===== src/sv/vna_fifo.sv =====
// ----------------------------------------------------------------------------
// vna_fifo
// Small register-based first-in first-out queue.
// ----------------------------------------------------------------------------
module vna_fifo #(
   parameter int WIDTH = 8,
   parameter int DEPTH = 2
) (
   input  logic             clock,
   input  logic             reset,
   input  logic             push,
   input  logic [WIDTH-1:0] push_data,
   output logic             full,
   input  logic             pop,
   output logic [WIDTH-1:0] pop_data,
   output logic             empty
);
   localparam int PTR_BITS = $clog2(DEPTH);

   logic [WIDTH-1:0]    mem [DEPTH];
   logic [PTR_BITS-1:0] wr_ptr_ff;
   logic [PTR_BITS-1:0] rd_ptr_ff;
   logic [PTR_BITS:0]   count_ff;
   logic                do_push;
   logic                do_pop;

   assign full     = (count_ff == (PTR_BITS+1)'(DEPTH));
   assign empty    = (count_ff == '0);
   assign do_push  = push && !full;
   assign do_pop   = pop && !empty;
   assign pop_data = mem[rd_ptr_ff];

   always_ff @(posedge clock) begin
      if (do_push) begin
         mem[wr_ptr_ff] <= push_data;
      end
   end

   always_ff @(posedge clock) begin
      if (reset) begin
         wr_ptr_ff <= '0;
         rd_ptr_ff <= '0;
         count_ff  <= '0;
      end else begin
         if (do_push) begin
            wr_ptr_ff <= wr_ptr_ff + 1'b1;
         end
         if (do_pop) begin
            rd_ptr_ff <= rd_ptr_ff + 1'b1;
         end
         if (do_push && !do_pop) begin
            count_ff <= count_ff + 1'b1;
         end else if (do_pop && !do_push) begin
            count_ff <= count_ff - 1'b1;
         end
      end
   end
endmodule


===== config.mk =====
export PLATFORM = sky130hd
export DESIGN_NAME = vna_fifo
export DESIGN_NICKNAME = d
export VERILOG_FILES = /design/src/sv/vna_fifo.sv
export SDC_FILE = /design/constraint.sdc
export NUM_CORES = 1
export LEC_CHECK = 0
export ABC_AREA = 1
export CORE_MARGIN = 3
export CORE_UTILIZATION = 50
export DETAILED_ROUTE_END_ITERATION = 10
export DONT_BUFFER_PORTS = 1
export PLACE_DENSITY_LB_ADDON = 0.08
export SYNTH_ARGS = -nofsm -noshare
export SYNTH_HDL_FRONTEND = slang
export SYNTH_SLANG_ARGS = --single-unit

===== constraint.sdc =====
create_clock -name clock -period 2.3 [get_ports clock]
set_clock_uncertainty 0.05 [all_clocks]
set_input_delay 0.46 -clock clock [delete_from_list [all_inputs] [get_ports clock]]
set_output_delay 0.46 -clock clock [all_outputs]
set_load 0.005 [all_outputs]

* Word-level counts from Yosys, hierarchy flattened
Memories as Yosys holds them, arrays and structs flattened. A register that Yosys moved wholly into a read port is not among the register bits. Cells that the tools add are included.
Operators by class: $add $sub $neg 4, equal/unequal tests 1, mux-type cells 6, reductions and logical operators 10
Operators with widths (count):
- 1-bit logical AND | 4
- 1-bit zero test | 4
- 1-bit two-way mux | 4
- 2-bit two-way mux | 2
- 1-bit adder (second input constant) | 2
- 2-bit by 1-bit adder with 2-bit output (second input constant) | 1
- 2-bit equality test (second input constant) | 1
- 2-bit zero test | 1
- 2-bit nonzero test | 1
- 2-bit by 1-bit subtractor with 2-bit output (second input constant) | 1
Storage, ports and cells: bits in registers 4, memory bits (writable) 16, input bits 12, output and inout bits 10, word-level logic and storage cells 25, memories kept 1
Memory list:
- mem | words 2, width 8, read ports 1, clocked after Yosys merged registers in 1, write ports 1, RTL line 20 | logic [WIDTH-1:0] mem [DEPTH];

* Logic depth before layout (Yosys ltp)
Gate-level depths: netlist of the first run.
depth after elaboration 7, gate-level depth with buffers 10, depth with buffers taken out 10

* Least setup slack after synthesis of the first run
OpenSTA, ideal clock, no wires.
path kind reg-to-reg, from register count_ff[0], to memory mem[1][0] (enable), library setup time 0.370 ns, arrival time 0.951 ns, data required time 1.880 ns, slack 0.929 ns, cell stages (with the launch flop) 3, path buffers 0, clock period less this slack 1.371 ns, cell sequence dfxtp_1 > o21ai_2 > nor2_1
On the way: longest elaborated chain between the ends 5
Ends and longest elaborated chain:
- start: declaration | RTL line 23 | logic [PTR_BITS:0] count_ff;
- start signal: assignment | RTL line 52 | count_ff <= count_ff + 1'b1;
- start signal: assignment | RTL line 54 | count_ff <= count_ff - 1'b1;
- 2-bit equality test | RTL line 27 | assign full = (count_ff == (PTR_BITS+1)'(DEPTH));
- 1-bit zero test | RTL line 29 | assign do_push = push && !full;
- 1-bit logical AND | RTL line 29
- 1-bit two-way mux | RTL line 34 | if (do_push) begin
- 1-bit two-way mux (not written as such) | RTL line 35 | mem[wr_ptr_ff] <= push_data;
- end: declaration | RTL line 20
No other way between the ends.

==> flow_summary.json, run 1 <==
{
  "status": "finished, final reports clean",
  "clk_pin_slew_ns": 0.11,
  "syn_nets": 75,
  "p_leak_nw": 0.322,
  "io_pins": 22,
  "drt_iter0_drc": 7,
  "stdcell_area_um2": 870,
  "drc": 0,
  "ys_seq_area_frac": 0.701,
  "synth-seq-cells": 21,
  "antenna_left": 0,
  "max_freq_ghz": 0.572,
  "slowest_delay_ns": 0.55,
  "setup_viol": 0,
  "critPathKind": "flop to primary output",
  "grt-busiest-layer": "met2",
  "grt_pass1_wl_um": 1920,
  "drtPass1Iterations": 3,
  "area_delta_synth_final_pct": 4.98,
  "hold_violations": 0,
  "gr-usage-all-layers": 0.132,
  "diodes": 0,
  "port_buffers": 0,
  "path_max_fanout": 8,
  "hold_class": "input port to flop",
  "worstSkewPairLatency_ns": 0.29,
  "rsz0062_at_grt": "no",
  "final_cell_mix": "16 x edfxtp_1, 9 x nor2_1, 8 x mux2_2, 7 x inv_1, 5 x dfxtp_1",
  "finalWirelength_um": 1190,
  "grtUsageMet1": 0.130,
  "gp_congestion": 0.663,
  "slowest_stage": "dfxtp_1",
  "dieArea_um2": 2180,
  "viasPerCell": 5.28,
  "postSynthCellCount": 62,
  "critical_path_arrival_ns": 1.24,
  "cts-root-buf": "clkbuf_4",
  "maxCapViolCount": 0,
  "dp_hpwl_um": 848,
  "final_common_cell": "edfxtp_1",
  "slew_viol_final": 0,
  "layout_min_cycle_time_ns": 1.75,
  "tritoncts": "done",
  "initial_core_util": 0.537,
  "cts_sinks": 21,
  "die_x_um": 46.7,
  "grtUsageMet3": 0.0469,
  "wl_per_cell_um": 14.6,
  "power.density_nw_per_um2": 1070,
  "relSlewSlack": 0.546,
  "worstPathCellList": "mux2_2",
  "tightest_slew_ns": 0.679,
  "grt_max_degree": 12,
  "drive_above_1_share": 0.246,
  "yosys_warnings": 0,
  "placed_area_um2": 843,
  "antenna_found_initial": 0,
  "finalSetupTns_ns": 0,
  "ys_types": 16,
  "critPathLaunchType": "flop",
  "use_met2": 0.234,
  "num_vias": 428,
  "ir_worst_vdd_mv": 0.567,
  "fp.dieH_um": 46.7,
  "nNetsFinal": 79,
  "grt_pass1_vias": 458,
  "cts-htree-levels": 1,
  "dp.cells": 77,
  "cts_buffer_depth": 2,
  "grt_remaining_overflow": 0,
  "numCtsBuffers": 3,
  "hold_buffers": 0,
  "coreArea_um2": 1540,
  "fp-row-count": 14,
  "syn_avg_cell_area_um2": 13.4,
  "end_kind": "primary output",
  "syn-cell-area_um2": 828,
  "final_core_util": 0.564,
  "cp.required_ns": 1.79,
  "worstPathBufferInverterCount": 0,
  "fin_crit_sh": 0.760,
  "layout.cells.non_filler": 81,
  "critical_path.top_delay_family": "flip-flops",
  "cts_setup_buffers": 0,
  "cts_resized": 0
}
-- power by group --
part	total [mW]	internal, mW	switching, mW
sequential	0.537	0.485	0.0529
clock	0.170	0.0674	0.102
combinational	0.222	0.0991	0.123
-- metal layers --
layer / vias up / routed length (um)
li1: 217 / -
met1: 197 / 462
met2: 12 / 610
met3: 2 / 91
met4: 0 / 21
met5: - / 0
-- worst reg2reg max path: stages (launching register included) --
cell,delay (ns)
dfxtp_1,0.51
o21ai_2,0.14
nor2_1,0.54
-- cell usage after synthesis --
library cell | count | share of area
nand2_1 | 4 | 0.018
dfxtp_1 | 5 | 0.12
and2_4 | 1 | 0.011
inv_2 | 2 | 0.0091
mux2_2 | 8 | 0.11
nor2_1 | 9 | 0.041
inv_1 | 7 | 0.032
nand3_1 | 1 | 0.0060
edfxtp_1 | 16 | 0.58
a21oi_1 | 1 | 0.0060
o21ai_0 | 2 | 0.012
nand4_1 | 1 | 0.0076
ha_1 | 1 | 0.015
o21ai_2 | 2 | 0.021
buf_2 | 1 | 0.0060
o21ai_1 | 1 | 0.0060
-- metrics by stage --
step | worst slack, ns | hold WS [ns] | total power, mW
global route | 0.465 | 0.179 | 1.00
CTS | 0.506 | 0.193 | 0.946
floorplan | 0.929 | 0.424 | 0.733
detailed placement | 0.679 | 0.452 | 0.774
finish | 0.552 | 0.204 | 0.929
global placement | 0.738 | 0.449 | 0.767
-- final timing paths --
kind | end | start | cells after the start | slack, ns
worst max-delay path | pop_data[5] | flop | 1 | 0.55
worst min-delay path | mem[0][0] | push_data[0] | 0 | 0.20
worst max register to register | mem[0][4] | count_ff[0] | 2 | 0.71
worst min register to register | wr_ptr_ff | wr_ptr_ff | 2 | 0.47
-- kinds of logic after synthesis --
| logic type | Yosys count | share of synthesized area |
|---|---|---|
| DFF | 21 | 0.701 |
| and+or+nand+nor | 16 | 0.0831 |
| buffers and inverters | 10 | 0.0468 |
| muxes | 8 | 0.109 |
| AOI/OAI and AO/OA | 6 | 0.0453 |
| adders and majority gates | 1 | 0.0151 |
-- sequential cells by signal (all words and copies together), names as in the netlist, named ones only --
signal,flops
rd_ptr_ff,1
count_ff,2
wr_ptr_ff,1
mem,16
-- area by class of cell --
class,count,area [um2]
clock buffers,4,26.3
well taps,16,20.0
multi-input cells,31,209
flip-flops and latches,21,581
fillers,139,672
inverters,9,33.8
Power figures use the tool's default switching activity.
==> run 2: changes to the inputs <==
Clock period 2.3 ns to 1.8 ns, I/O delays scaled along.
==> flow_summary.json, run 2 (synthesis results as in run 1) <==
{
  "gr-usage-all-layers": 0.126,
  "ir_worst_vdd_mv": 0.746,
  "layout.cells.non_filler": 84,
  "worstPathBufferInverterCount": 0,
  "fin_crit_sh": 0.909,
  "grt_pass1_wl_um": 1840,
  "cts_resized": 0,
  "clk_pin_slew_ns": 0.10,
  "p_total_mw": 1.21,
  "grt_max_degree": 12,
  "slowest_delay_ns": 0.54,
  "cts-htree-levels": 1,
  "cts_sinks": 21,
  "antenna_found_initial": 0,
  "grt_pass1_vias": 426,
  "critical_path_arrival_ns": 1.23,
  "largest_registers": "mem x16, count_ff x2",
  "cp.required_ns": 1.39,
  "hold_slack_ns": 0.108,
  "final_common_cell": "edfxtp_1",
  "io_pins": 22,
  "grt_remaining_overflow": 0,
  "hold_class": "input port to flop",
  "gp_congestion": 0.640,
  "clockPowerShare": 0.174,
  "coreArea_um2": 1540,
  "die_x_um": 46.7,
  "cts-root-buf": "clkbuf_4",
  "drt_iter0_drc": 4,
  "fp.dieH_um": 46.7,
  "slew_viol_final": 0,
  "hold_buffers": 0,
  "diodes": 0,
  "cts_setup_buffers": 0,
  "worstPathCellList": "mux2_2",
  "path_max_fanout": 8,
  "end_kind": "primary output",
  "tightest_slew_ns": 0.349,
  "relSlewSlack": 0.767,
  "largest_register_ffs": 16,
  "tritoncts": "done",
  "p_sw_uw": 357,
  "critical_path.top_delay_family": "flip-flops",
  "critPathKind": "flop to primary output",
  "drc": 0,
  "hold_violations": 0,
  "status": "finished, final reports clean",
  "port_buffers": 0,
  "nNetsFinal": 82,
  "seqPwrFrac": 0.569,
  "finalSetupTns_ns": 0,
  "max_freq_ghz": 0.611,
  "area_delta_synth_final_pct": 7.70,
  "cp.depth": 1,
  "whs_path_depth": 0,
  "wl_per_cell_um": 14.0,
  "swShare": 0.296,
  "fp-row-count": 14,
  "top_register": "mem",
  "p_leak_nw": 0.338,
  "finalWirelength_um": 1180,
  "drtPass1Iterations": 4,
  "initial_core_util": 0.537,
  "numCtsBuffers": 3,
  "ff2ff_path_depth": 9,
  "num_vias": 444,
  "antenna_left": 0,
  "viasPerCell": 5.29,
  "critPathLaunchType": "flop",
  "p_comb_frac": 0.257,
  "layout_min_cycle_time_ns": 1.64,
  "dp.cells": 80,
  "dp_hpwl_um": 862,
  "dieArea_um2": 2180,
  "drive_above_1_share": 0.279,
  "internal-power_uw": 850,
  "final_cell_mix": "16 x edfxtp_1, 9 x nor2_1, 8 x mux2_2, 7 x inv_1, 5 x dfxtp_1",
  "power.density_nw_per_um2": 1350,
  "slowest_stage": "dfxtp_1",
  "rsz0062_at_grt": "no",
  "maxCapViolCount": 0,
  "setup_viol": 0,
  "cts_buffer_depth": 2,
  "worstSkewPairLatency_ns": 0.29
}
==> run 2: path summary, 6_finish.rpt <==
kind | startpoint | end | slack [ns]
setup / recovery | flop | pop_data[7] | 0.16
hold / removal | push_data[3] | mem[0][3] | 0.11
setup reg to reg | count_ff[1] | count_ff[1] | 0.31
hold reg to reg | wr_ptr_ff | wr_ptr_ff | 0.47
==> run 2: cell type report <==
class                   count  area, um2
fillers                   138        649
multi-input cells          31        209
inverters                   9       33.8
clock buffers               4       26.3
repair buffers              3       22.5
flip-flops and latches     21        581
well taps                  16       20.0
==> run 2: stage by stage <==
step	cell area, um2	setup slack [ns]	utilization
global placement	866	0.373	0.562
CTS	892	0.123	0.579
floorplan	828	0.429	-
finish	892	0.164	0.579
global route	892	0.0649	0.579
detailed placement	866	0.321	0.562
==> run 2: power by group through the flow <==
stage | registers [mW] | logic [mW] | clock network (mW)
CTS | 0.690 | 0.316 | 0.220
detailed placement | 0.702 | 0.314 | 0
finish | 0.687 | 0.311 | 0.209
floorplan | 0.669 | 0.267 | 0
global placement | 0.697 | 0.308 | 0
global route | 0.702 | 0.366 | 0.240
==> run 2: per-layer routing <==
metal | global-route usage | up-vias | share of wire
met3 | 0.0430 | 2 | 0.074
li1 | - | 224 | -
met5 | 0 | - | 0
met1 | 0.152 | 204 | 0.43
met4 | 0.0829 | 0 | 0.010
met2 | 0.192 | 14 | 0.48
==> run 3: changes to the inputs <==
Settings changed: CORE_UTILIZATION 50 to 40.
==> flow_summary.json, run 3 (synthesis results as in run 1) <==
{
  "status": "finished, final reports clean",
  "tritoncts": "done",
  "area_delta_synth_final_pct": 10.4,
  "clk_pin_slew_ns": 0.12,
  "cts_resized": 0,
  "largest_register_ffs": 16,
  "wl_per_cell_um": 11.8,
  "grt_remaining_overflow": 0,
  "largest_registers": "mem x16, count_ff x2",
  "rsz0062_at_grt": "no",
  "drive_above_1_share": 0.304,
  "grt_pass1_wl_um": 1840,
  "nNetsFinal": 83,
  "worstPathCellList": "mux2_2",
  "gr-usage-all-layers": 0.0964,
  "finalWirelength_um": 1110,
  "numCtsBuffers": 3,
  "ir_worst_vdd_mv": 0.635,
  "worstPathBufferInverterCount": 0,
  "setup_viol": 0,
  "end_kind": "primary output",
  "fin_crit_sh": 0.924,
  "stdcell_area_um2": 915,
  "io_pins": 22,
  "grt_max_degree": 14,
  "p_leak_nw": 0.342,
  "cts_sinks": 21,
  "worstSkewPairLatency_ns": 0.30,
  "power.density_nw_per_um2": 1330,
  "num_vias": 447,
  "antenna_left": 0,
  "relSlewSlack": 0.756,
  "hold_violations": 0,
  "grt_pass1_vias": 440,
  "drtPass1Iterations": 4,
  "die_x_um": 51.5,
  "dieArea_um2": 2650,
  "fp-row-count": 15,
  "coreArea_um2": 1840,
  "top_register": "mem",
  "ff2ff_path_depth": 9,
  "maxCapViolCount": 0,
  "whs_path_depth": 0,
  "critical_path_arrival_ns": 1.25,
  "critPathKind": "flop to primary output",
  "finalSetupTns_ns": 0,
  "antenna_found_initial": 0,
  "cts-htree-levels": 1,
  "drt_iter0_drc": 6,
  "gp_congestion": 0.666,
  "critPathLaunchType": "flop",
  "max_freq_ghz": 0.601,
  "cp.required_ns": 1.39,
  "slowest_stage": "dfxtp_1",
  "initial_core_util": 0.450,
  "drc": 0,
  "tightest_slew_ns": 0.366,
  "cts-root-buf": "clkbuf_4",
  "diodes": 0,
  "cp.depth": 1,
  "final_cell_mix": "16 x edfxtp_1, 9 x nor2_1, 8 x mux2_2, 7 x inv_1, 5 x dfxtp_1",
  "final_common_cell": "edfxtp_1",
  "viasPerCell": 4.76,
  "cts_setup_buffers": 0,
  "critical_path.top_delay_family": "flip-flops",
  "slowest_delay_ns": 0.55,
  "cts_buffer_depth": 2,
  "placed_area_um2": 885,
  "layout_min_cycle_time_ns": 1.66,
  "slew_viol_final": 0,
  "hold_class": "input port to flop",
  "dp_hpwl_um": 854,
  "hold_buffers": 0,
  "port_buffers": 0,
  "fp.dieH_um": 51.5,
  "path_max_fanout": 8
}
run 3: cell count changes in the layout (fill, tap and decap cells not counted), sizes merged:
cell	previous run	this run
clkbuf	4	3
buf	3	4
clkinvlp	0	1
run 3: path summary, 6_finish.rpt:
kind	startpoint	endpoint	slack [ns]
setup / recovery	flop	pop_data[1]	0.14
hold / removal	push_data[1]	mem[0][1]	0.09
setup reg to reg	count_ff[1]	count_ff[1]	0.29
hold reg to reg	wr_ptr_ff	wr_ptr_ff	0.47
run 3: through the flow:
| stage | std cells | hold slack [ns] | worst slack (ns) | utilization | power, mW |
|---|---|---|---|---|---|
| after floorplan | 62 | 0.409 | 0.429 | - | 0.936 |
| after global placement | 90 | 0.409 | 0.365 | 0.481 | 1.01 |
| after detailed placement | 90 | 0.409 | 0.315 | 0.481 | 1.02 |
| after CTS | 94 | 0.0837 | 0.100 | 0.497 | 1.24 |
| after global routing | 94 | 0.0677 | 0.0612 | 0.497 | 1.32 |
| final | 94 | 0.0945 | 0.137 | 0.497 | 1.22 |
run 3: final cells by class:
cell class                 instances  area, um2
inverter                           9       33.8
clock buffer                       3       22.5
fill                             187        925
tap                               25       31.3
sequential                        21        581
multi-input combinational         31        209
timing repair buffer               4       30.0
clock inverter                     1       7.51
run 3: report_power, final:
group | internal, mW | switching, mW
Combinational | 0.149 | 0.164
Clock | 0.0846 | 0.132
Sequential | 0.618 | 0.0700
Total | 0.852 | 0.366
run 3: routing by layer:
layer	global-route usage	vias to the layer above	routed length, um
met3	0.0602	0	125
met4	0.0262	0	0
met2	0.155	14	540
li1	-	227	-
met5	0	-	0
met1	0.106	206	441
